<file path="config.mk">
export PLATFORM = sky130hd
export DESIGN_NAME = dc_motor_pd_reversing_drive
export DESIGN_NICKNAME = d
export VERILOG_FILES = /design/src/hdl/dcpd_pkg.sv /design/src/hdl/dc_motor_pd_reversing_drive.sv
export SDC_FILE = /design/constraint.sdc
export NUM_CORES = 1
export LEC_CHECK = 0
export BUFFER_PORTS_ARGS = -buffer_cell sky130_fd_sc_hd__buf_2
export CAP_MARGIN = 5
export CORE_ASPECT_RATIO = 0.5
export CORE_UTILIZATION = 50
export CTS_BUF_LIST = sky130_fd_sc_hd__clkbuf_4
export DETAILED_ROUTE_END_ITERATION = 7
export PLACE_DENSITY = 0.71
export SLEW_MARGIN = 30
export SYNTH_ARGS = -nofsm -noshare
export SYNTH_HDL_FRONTEND = slang
export SYNTH_SLANG_ARGS = --single-unit
export TNS_END_PERCENT = 5
</file>
<file path="constraint.sdc">
create_clock -name clock -period 25.1 [get_ports clock]
set_clock_uncertainty 0.2 [all_clocks]
set_input_delay 5.02 -clock clock [delete_from_list [all_inputs] [get_ports clock]]
set_output_delay 5.02 -clock clock [all_outputs]
set_load 0.01 [all_outputs]
</file>
<file path="src/hdl/dcpd_pkg.sv">
// Shared constants for the reversing DC motor drive with incremental PD speed loop.
// Phase and side codes, register indexes, reset values and fixed-point widths.
// No dependencies.
`default_nettype none

package dcpd_pkg;

   // fixed-point layout
   localparam int FRAC_BITS  = 8;
   localparam int DUTY_W     = 12;
   localparam int ACC_W      = DUTY_W + FRAC_BITS;  // Q12.8 accumulator
   localparam int GAIN_W     = 16;
   localparam int SPEED_W    = 8;
   localparam int ERR_W      = SPEED_W + 1;         // signed speed error
   localparam int CSR_DATA_W = 16;
   localparam int CSR_IDX_W  = 3;

   // register indexes
   localparam logic [CSR_IDX_W-1:0] CSR_PROP_GAIN  = 3'd0;
   localparam logic [CSR_IDX_W-1:0] CSR_DERIV_GAIN = 3'd1;
   localparam logic [CSR_IDX_W-1:0] CSR_INC_LIMIT  = 3'd2;
   localparam logic [CSR_IDX_W-1:0] CSR_DUTY_MAX   = 3'd3;
   localparam logic [CSR_IDX_W-1:0] CSR_DUTY_MIN   = 3'd4;
   localparam logic [CSR_IDX_W-1:0] CSR_STOP_DUTY  = 3'd5;
   localparam logic [CSR_IDX_W-1:0] CSR_STOP_SPEED = 3'd6;

   // register reset values
   localparam logic [GAIN_W-1:0]  RST_PROP_GAIN  = 16'd256;
   localparam logic [GAIN_W-1:0]  RST_DERIV_GAIN = 16'd256;
   localparam logic [DUTY_W-1:0]  RST_INC_LIMIT  = 12'd500;
   localparam logic [DUTY_W-1:0]  RST_DUTY_MAX   = 12'd3600;
   localparam logic [DUTY_W-1:0]  RST_DUTY_MIN   = 12'd0;
   localparam logic [DUTY_W-1:0]  RST_STOP_DUTY  = 12'd200;
   localparam logic [SPEED_W-1:0] RST_STOP_SPEED = 8'd5;

   // side request codes
   localparam logic [7:0] REQ_CW  = 8'd0;
   localparam logic [7:0] REQ_CCW = 8'd1;

   // reported side
   localparam logic [1:0] SIDE_NONE = 2'd0;
   localparam logic [1:0] SIDE_CCW  = 2'd1;
   localparam logic [1:0] SIDE_CW   = 2'd2;

   // phase codes
   localparam logic [2:0] PHASE_IDLE      = 3'd0;
   localparam logic [2:0] PHASE_CCW_RUN   = 3'd1;
   localparam logic [2:0] PHASE_CCW_BRAKE = 3'd2;
   localparam logic [2:0] PHASE_CW_RUN    = 3'd3;
   localparam logic [2:0] PHASE_CW_BRAKE  = 3'd4;
   localparam logic [2:0] PHASE_STOPPED   = 3'd5;

   // held direction
   localparam logic DIR_CCW = 1'b0;
   localparam logic DIR_CW  = 1'b1;

   // bridge pins {drive_b, drive_a}
   localparam logic [1:0] PINS_OFF = 2'b00;
   localparam logic [1:0] PINS_CW  = 2'b01;
   localparam logic [1:0] PINS_CCW = 2'b10;

endpackage : dcpd_pkg

`default_nettype wire

</file>
<file path="src/hdl/dc_motor_pd_reversing_drive.sv">
// Reversing DC motor drive: incremental PD speed loop, H-bridge pin and phase control.
// Depends on dcpd_pkg.
//
//  channel | direction | handshake               | beat contents
//  req     | in        | req_valid / req_stall   | side request, target and measured speed
//  rsp     | out       | rsp_valid / rsp_stall   | pins, duty, side, phase, direction
//  csr     | in        | csr_wr_en               | index, write data (no read-back)
//
// One tick per cycle while req_stall is low: a beat is captured in the input register, and
// when the result register can advance, the PD update (16x9 and 16x10 multiplies, increment
// clamp, accumulator add and clamp) writes the control state, also the result register.
// req_stall rises only when the input register is full and the result is held by rsp_stall.
// Reset is synchronous: CSRs and control state reset, and both pipeline stages empty.
`default_nettype none

module dc_motor_pd_reversing_drive
   import dcpd_pkg::*;
(
   input  wire logic                  clock,
   input  wire logic                  reset,
   // tick input
   input  wire logic                  req_valid,
   output      logic                  req_stall,
   input  wire logic [7:0]            req_side_request,
   input  wire logic [SPEED_W-1:0]    req_target_speed,
   input  wire logic [SPEED_W-1:0]    req_measured_speed,
   // result
   output      logic                  rsp_valid,
   input  wire logic                  rsp_stall,
   output      logic                  rsp_drive_a,
   output      logic                  rsp_drive_b,
   output      logic [DUTY_W-1:0]     rsp_duty,
   output      logic [1:0]            rsp_reported_side,
   output      logic [2:0]            rsp_phase,
   output      logic                  rsp_direction,
   // configuration
   input  wire logic                  csr_wr_en,
   input  wire logic [CSR_IDX_W-1:0]  csr_index,
   input  wire logic [CSR_DATA_W-1:0] csr_wdata
);

   localparam int PT_W  = GAIN_W + ERR_W + 1;     // prop term
   localparam int DT_W  = GAIN_W + ERR_W + 2;     // deriv term
   localparam int INC_W = DT_W + 1;               // raw increment
   localparam int LIM_W = ACC_W + 1;              // clamped increment, signed
   localparam int SUM_W = ACC_W + 2;              // accumulator plus increment

   // configuration registers
   logic [GAIN_W-1:0]  prop_gain_ff;
   logic [GAIN_W-1:0]  deriv_gain_ff;
   logic [DUTY_W-1:0]  inc_limit_ff;
   logic [DUTY_W-1:0]  duty_max_ff;
   logic [DUTY_W-1:0]  duty_min_ff;
   logic [DUTY_W-1:0]  stop_duty_ff;
   logic [SPEED_W-1:0] stop_speed_ff;

   // input register
   logic               in_valid_ff, in_valid_in;
   logic [7:0]         side_ff;
   logic [SPEED_W-1:0] target_ff;
   logic [SPEED_W-1:0] meas_ff;

   // control state; also the result register
   logic               out_valid_ff, out_valid_in;
   logic               dir_ff, dir_in;
   logic signed [ERR_W-1:0] prev_err_ff, prev_err_in;
   logic [ACC_W-1:0]   accum_ff, accum_in;
   logic [DUTY_W-1:0]  duty_ff, duty_in;
   logic [1:0]         pins_ff, pins_in;
   logic [1:0]         side_rep_ff, side_rep_in;
   logic [2:0]         phase_ff, phase_in;

   logic req_take;
   logic advance;

   // tick decode
   logic ccw_run, ccw_brake, cw_run, cw_brake, any_side, brake, stop_now;

   // PD datapath
   logic [SPEED_W-1:0]      pd_target;
   logic signed [ERR_W-1:0] err;
   logic signed [ERR_W:0]   d_err;
   logic signed [PT_W-1:0]  p_term;
   logic signed [DT_W-1:0]  d_term;
   logic signed [INC_W-1:0] inc_raw;
   logic signed [INC_W-1:0] lim_pos;
   logic signed [INC_W-1:0] lim_neg;
   logic signed [LIM_W-1:0] inc_clamped;
   logic signed [SUM_W-1:0] acc_sum;
   logic signed [SUM_W-1:0] acc_hi;
   logic signed [SUM_W-1:0] acc_lo;
   logic [ACC_W-1:0]        acc_new;

   // handshake
   assign advance     = in_valid_ff & (~out_valid_ff | ~rsp_stall);
   assign req_stall   = in_valid_ff & out_valid_ff & rsp_stall;
   assign req_take    = req_valid & ~req_stall;
   assign in_valid_in = req_take | (in_valid_ff & ~advance);
   assign out_valid_in = advance | (out_valid_ff & rsp_stall);

   // decode of the held direction against the requested side
   assign ccw_run   = (side_ff == REQ_CCW) && (dir_ff == DIR_CCW);
   assign ccw_brake = (side_ff == REQ_CW)  && (dir_ff == DIR_CCW);
   assign cw_run    = (side_ff == REQ_CW)  && (dir_ff == DIR_CW);
   assign cw_brake  = (side_ff == REQ_CCW) && (dir_ff == DIR_CW);
   assign any_side  = ccw_run | ccw_brake | cw_run | cw_brake;
   assign brake     = ccw_brake | cw_brake;
   assign stop_now  = (brake && (meas_ff <= stop_speed_ff))
                      || (!any_side && (target_ff == '0));

   // PD increment; braking drives toward zero speed
   assign pd_target = brake ? '0 : target_ff;
   assign err   = $signed({1'b0, pd_target}) - $signed({1'b0, meas_ff});
   assign d_err = {err[ERR_W-1], err} - {prev_err_ff[ERR_W-1], prev_err_ff};
   assign p_term = $signed({{(PT_W-GAIN_W){1'b0}}, prop_gain_ff})
                   * $signed({{(PT_W-ERR_W){err[ERR_W-1]}}, err});
   assign d_term = $signed({{(DT_W-GAIN_W){1'b0}}, deriv_gain_ff})
                   * $signed({{(DT_W-ERR_W-1){d_err[ERR_W]}}, d_err});
   assign inc_raw = $signed({{(INC_W-PT_W){p_term[PT_W-1]}}, p_term})
                    + $signed({{(INC_W-DT_W){d_term[DT_W-1]}}, d_term});

   assign lim_pos = $signed({{(INC_W-ACC_W){1'b0}}, inc_limit_ff, {FRAC_BITS{1'b0}}});
   assign lim_neg = -lim_pos;

   always_comb begin
      if (inc_raw > lim_pos) begin
         inc_clamped = LIM_W'(lim_pos);
      end else if (inc_raw < lim_neg) begin
         inc_clamped = LIM_W'(lim_neg);
      end else begin
         inc_clamped = LIM_W'(inc_raw);
      end
   end

   assign acc_sum = $signed({2'b00, accum_ff})
                    + $signed({{(SUM_W-LIM_W){inc_clamped[LIM_W-1]}}, inc_clamped});
   assign acc_hi  = $signed({2'b00, duty_max_ff, {FRAC_BITS{1'b0}}});
   assign acc_lo  = $signed({2'b00, duty_min_ff, {FRAC_BITS{1'b0}}});

   // upper clamp wins when the limits cross
   always_comb begin
      if (acc_sum > acc_hi) begin
         acc_new = acc_hi[ACC_W-1:0];
      end else if (acc_sum < acc_lo) begin
         acc_new = acc_lo[ACC_W-1:0];
      end else begin
         acc_new = acc_sum[ACC_W-1:0];
      end
   end

   // next control state
   always_comb begin
      dir_in      = dir_ff;
      prev_err_in = prev_err_ff;
      accum_in    = accum_ff;
      duty_in     = duty_ff;
      pins_in     = pins_ff;
      side_rep_in = side_rep_ff;
      phase_in    = phase_ff;

      if (any_side) begin
         prev_err_in = err;
         accum_in    = acc_new;
         duty_in     = acc_new[ACC_W-1:FRAC_BITS];
         if (ccw_run || ccw_brake) begin
            pins_in     = PINS_CCW;
            side_rep_in = SIDE_CCW;
            phase_in    = ccw_run ? PHASE_CCW_RUN : PHASE_CCW_BRAKE;
         end else begin
            pins_in     = PINS_CW;
            side_rep_in = SIDE_CW;
            phase_in    = cw_run ? PHASE_CW_RUN : PHASE_CW_BRAKE;
         end
      end else if (stop_now) begin
         phase_in = PHASE_STOPPED;
      end

      if (stop_now) begin
         pins_in  = PINS_OFF;
         duty_in  = stop_duty_ff;
         accum_in = {stop_duty_ff, {FRAC_BITS{1'b0}}};
         if (brake) begin
            dir_in = ~dir_ff;
         end
      end
   end

   // configuration writes
   always_ff @(posedge clock) begin
      if (reset) begin
         prop_gain_ff  <= RST_PROP_GAIN;
         deriv_gain_ff <= RST_DERIV_GAIN;
         inc_limit_ff  <= RST_INC_LIMIT;
         duty_max_ff   <= RST_DUTY_MAX;
         duty_min_ff   <= RST_DUTY_MIN;
         stop_duty_ff  <= RST_STOP_DUTY;
         stop_speed_ff <= RST_STOP_SPEED;
      end else if (csr_wr_en) begin
         unique case (csr_index)
            CSR_PROP_GAIN:  prop_gain_ff  <= csr_wdata;
            CSR_DERIV_GAIN: deriv_gain_ff <= csr_wdata;
            CSR_INC_LIMIT:  inc_limit_ff  <= csr_wdata[DUTY_W-1:0];
            CSR_DUTY_MAX:   duty_max_ff   <= csr_wdata[DUTY_W-1:0];
            CSR_DUTY_MIN:   duty_min_ff   <= csr_wdata[DUTY_W-1:0];
            CSR_STOP_DUTY:  stop_duty_ff  <= csr_wdata[DUTY_W-1:0];
            CSR_STOP_SPEED: stop_speed_ff <= csr_wdata[SPEED_W-1:0];
            default: ;
         endcase
      end
   end

   // input register payload
   always_ff @(posedge clock) begin
      if (req_take) begin
         side_ff   <= req_side_request;
         target_ff <= req_target_speed;
         meas_ff   <= req_measured_speed;
      end
   end

   // pipeline valids and control state
   always_ff @(posedge clock) begin
      if (reset) begin
         in_valid_ff  <= 1'b0;
         out_valid_ff <= 1'b0;
         dir_ff       <= DIR_CCW;
         prev_err_ff  <= '0;
         accum_ff     <= '0;
         duty_ff      <= '0;
         pins_ff      <= PINS_OFF;
         side_rep_ff  <= SIDE_NONE;
         phase_ff     <= PHASE_IDLE;
      end else begin
         in_valid_ff  <= in_valid_in;
         out_valid_ff <= out_valid_in;
         if (advance) begin
            dir_ff      <= dir_in;
            prev_err_ff <= prev_err_in;
            accum_ff    <= accum_in;
            duty_ff     <= duty_in;
            pins_ff     <= pins_in;
            side_rep_ff <= side_rep_in;
            phase_ff    <= phase_in;
         end
      end
   end

   assign rsp_valid         = out_valid_ff;
   assign rsp_drive_a       = pins_ff[0];
   assign rsp_drive_b       = pins_ff[1];
   assign rsp_duty          = duty_ff;
   assign rsp_reported_side = side_rep_ff;
   assign rsp_phase         = phase_ff;
   assign rsp_direction     = dir_ff;

endmodule : dc_motor_pd_reversing_drive

`default_nettype wire

</file>
==> qor.yml <==
routing:
  drc: 0
  route.vias.total: 16000
  ant_nets: 0
  drt-total-wl_um: 52900
  avgRoutedWirePerCell_um: 18.1
  drtIter0Drc: 1304
  vias_per_cell: 5.49
  dr.pass1.iters: 5
worst_setup_path:
  r2r_slack_ns: 7.23
  startpoint_type: "flop"
  critical_path.startpoint: "side_ff[3]$_DFFE_PP_"
  reg2reg_depth: 70
  r2r_start: "side_ff[3]$_DFFE_PP_"
  critPathMaxStageDelay_ns: 0.73
  required_ns: 25.38
  critical_path_class: "reg -> reg"
  cp.arrival_ns: 18.15
  cp_max_fo: 27
  cp-end-kind: "flop"
  r2r_end: "accum_ff[16]$_SDFFE_PP0P_"
  crit_top_cell: "fa_1"
  slowest_stage: "o211ai_2"
global_routing:
  antenna_found_initial: 1
  grt_pass1_wl_um: 85100
  grt_max_degree: 65
  use_met1_pct: 38.0
  use_met2_pct: 42.0
  use_met3_pct: 4.90
  grt_pass1_vias: 15700
  grt_overflow_total: 0
  grt-busiest-layer: "met2"
  grt_usage_pct: 26.8
clock_network:
  numCtsBuffers: 17
  path_clk_slew_ns: 0.16
  clockRootBuffer: "clkbuf_4"
  htree_levels: 4
  cts_tree: "done"
  clockBufferDepth: 2
  cts_resized: 0
  post-cts-setup-buffer-count: 0
  clock_latency_ns: 0.61
  cts.sinks: 151
  postCtsHoldBufs: 0
cells_and_area:
  fillCellCount: 3689
  fin_util_pct: 53.6
  area_delta_synth_final_pct: 5.02
  design_area_mm2: 0.0210
  mostFrequentLayoutCell: "nand2_1"
  drive_gt1_share_pct: 6.73
  fin_nets: 2906
  layout_common_cells: "nand2_1, inv_1, fa_1, ha_1, a21oi_1"
synth:
  synth_edf_count: 24
  yosysWarnings: 0
  seq_area_frac_synth_pct: 16.3
  synth_fa_ha_area_share_pct: 39.7
  synth.cell_area_mm2: 0.0200
  async_flop_share_pct: 0
  synth.ff_latch_count: 151
  syn_area_per_cell_um2: 8.39
  ys_types: 76
  synth-simple-area-share_pct: 19.4
  synthXorXnorAreaFrac_pct: 2.94
  synth_top_family_by_area: "adder cells"
  synthMuxAreaShare_pct: 1.01
  synthesis.nets: 2908
  yosys_most_used_dff: "dfxtp_1"
  syn_inst: 2381
  synth_compound_area_share_pct: 11.1
worst_hold_path:
  hp-start: "stop_speed_ff[7]$_SDFFE_PP0P_"
  hp-class: "reg -> reg"
  holdPathEnd: "stop_speed_ff[7]$_SDFFE_PP0P_"
  hold_depth: 2
die:
  die_y_um: 143
  io_pins: 70
  die-area_mm2: 0.0408
  row_count: 51
  floorplan.initialDensity_pct: 51.1
  fp.dieW_um: 285
  coreArea_mm2: 0.0391
timing:
  fmax_mhz: 56.0
  rsz0062_at_grt: "false"
  finalCriticalPeriod_ns: 17.87
  setup_violations: 0
  worst_pin_slew_ns: 0.958
  maxSlewViolCount: 0
  final_hold_viol_count: 0
  setup_tns_ns: 0
  slew_headroom_pct: 36.1
  min_period_over_period_pct: 71.2
place:
  port_buffers: 69
  dp_hpwl_um: 41800
  gp_congestion: 0.974
  post_dp_cell_area_mm2: 0.0207
flow_run:
  max_cap_violations: 0
outcome:
  status: "completed"
==> critical path, delay by kind of cell (launching register included) <==
family / cells / cell delay [ns]
AOI/OAI and AO/OA: 29 / 5.49
adders and majority gates: 15 / 6.05
muxes: 2 / 0.43
DFF: 1 / 0.42
xor gates and xnor gates: 2 / 0.38
and+or+nand+nor: 17 / 3.73
buffers and inverters: 5 / 1.03
==> flip-flops by register name (all words and copies together) (netlist names) <==
signal	cells
rsp_valid	1
duty_max_ff	12
pins_ff	2
rsp_reported_side	2
rsp_direction	1
prop_gain_ff	16
side_ff	8
prev_err_ff	9
inc_limit_ff	12
stop_speed_ff	8
deriv_gain_ff	16
in_valid_ff	1
meas_ff	8
accum_ff	20
rsp_phase	3
target_ff	8
stop_duty_ff	12
duty_min_ff	12
==> metal layers <==
layer	up-vias	wire, um
met5	-	0
met4	0	1180
met3	72	3910
met2	528	23700
li1	7603	-
met1	7831	24100
==> layout make-up <==
class	instances	area [um2]	area share [%]
multi-input combinational	1749	14800	70.7
sequential	151	3260	15.6
inverter	370	1390	6.62
tap	530	663	3.16
timing repair buffer	90	505	2.41
clock inverter	15	190	0.907
clock buffer	17	128	0.609
antenna	1	2.50	0.0119
==> stage by stage <==
stage | setup WS (ns) | hold WS, ns | instances
after CTS | 7.30 | 0.268 | 2922
after detailed placement | 7.37 | 0.248 | 2890
after global placement | 7.69 | 0.242 | 2890
after floorplan | 9.02 | 0.232 | 2381
after global routing | 5.85 | 0.281 | 2923
final | 7.23 | 0.267 | 2923
==> cells in the mapped netlist (34+ instances only) <==
master / instances / share of area (%)
nand2b_1: 41 / 1.3
nor2_1: 109 / 2.0
nor2b_1: 35 / 1.1
dfxtp_1: 127 / 13
o21ai_0: 61 / 1.5
xnor2_1: 49 / 2.1
a21oi_1: 171 / 4.3
nor3_1: 42 / 1.1
a21o_1: 34 / 1.3
fa_1: 259 / 26
nand2_1: 393 / 7.4
and2_1: 90 / 2.8
ha_1: 220 / 14
clkbuf_1: 83 / 1.6
inv_1: 369 / 6.9
==> how the worst max path moves through the flow <==
stage	endpoint	slack, ns	depth (start not counted)
2_1_floorplan	accum_ff[10]$_SDFFE_PP0P_	9.02	75
3_5_place_dp	accum_ff[13]$_SDFFE_PP0P_	7.37	70
5_1_grt	accum_ff[17]$_SDFFE_PP0P_	5.85	70
3_3_place_gp	accum_ff[14]$_SDFFE_PP0P_	7.69	70
4_1_cts	accum_ff[16]$_SDFFE_PP0P_	7.30	70
6_report	accum_ff[16]$_SDFFE_PP0P_	7.23	70
==> cell families after synthesis <==
kind of cell	count (synthesis)
and+or+nand+nor	818
buffers and inverters	481
adders and majority gates	479
AOI/OAI and AO/OA	365
DFF	151
xor gates and xnor gates	67
muxes	20
Power is not shown: default switching activity piles up to over one toggle a cycle in this logic, so the estimate is an artifact.
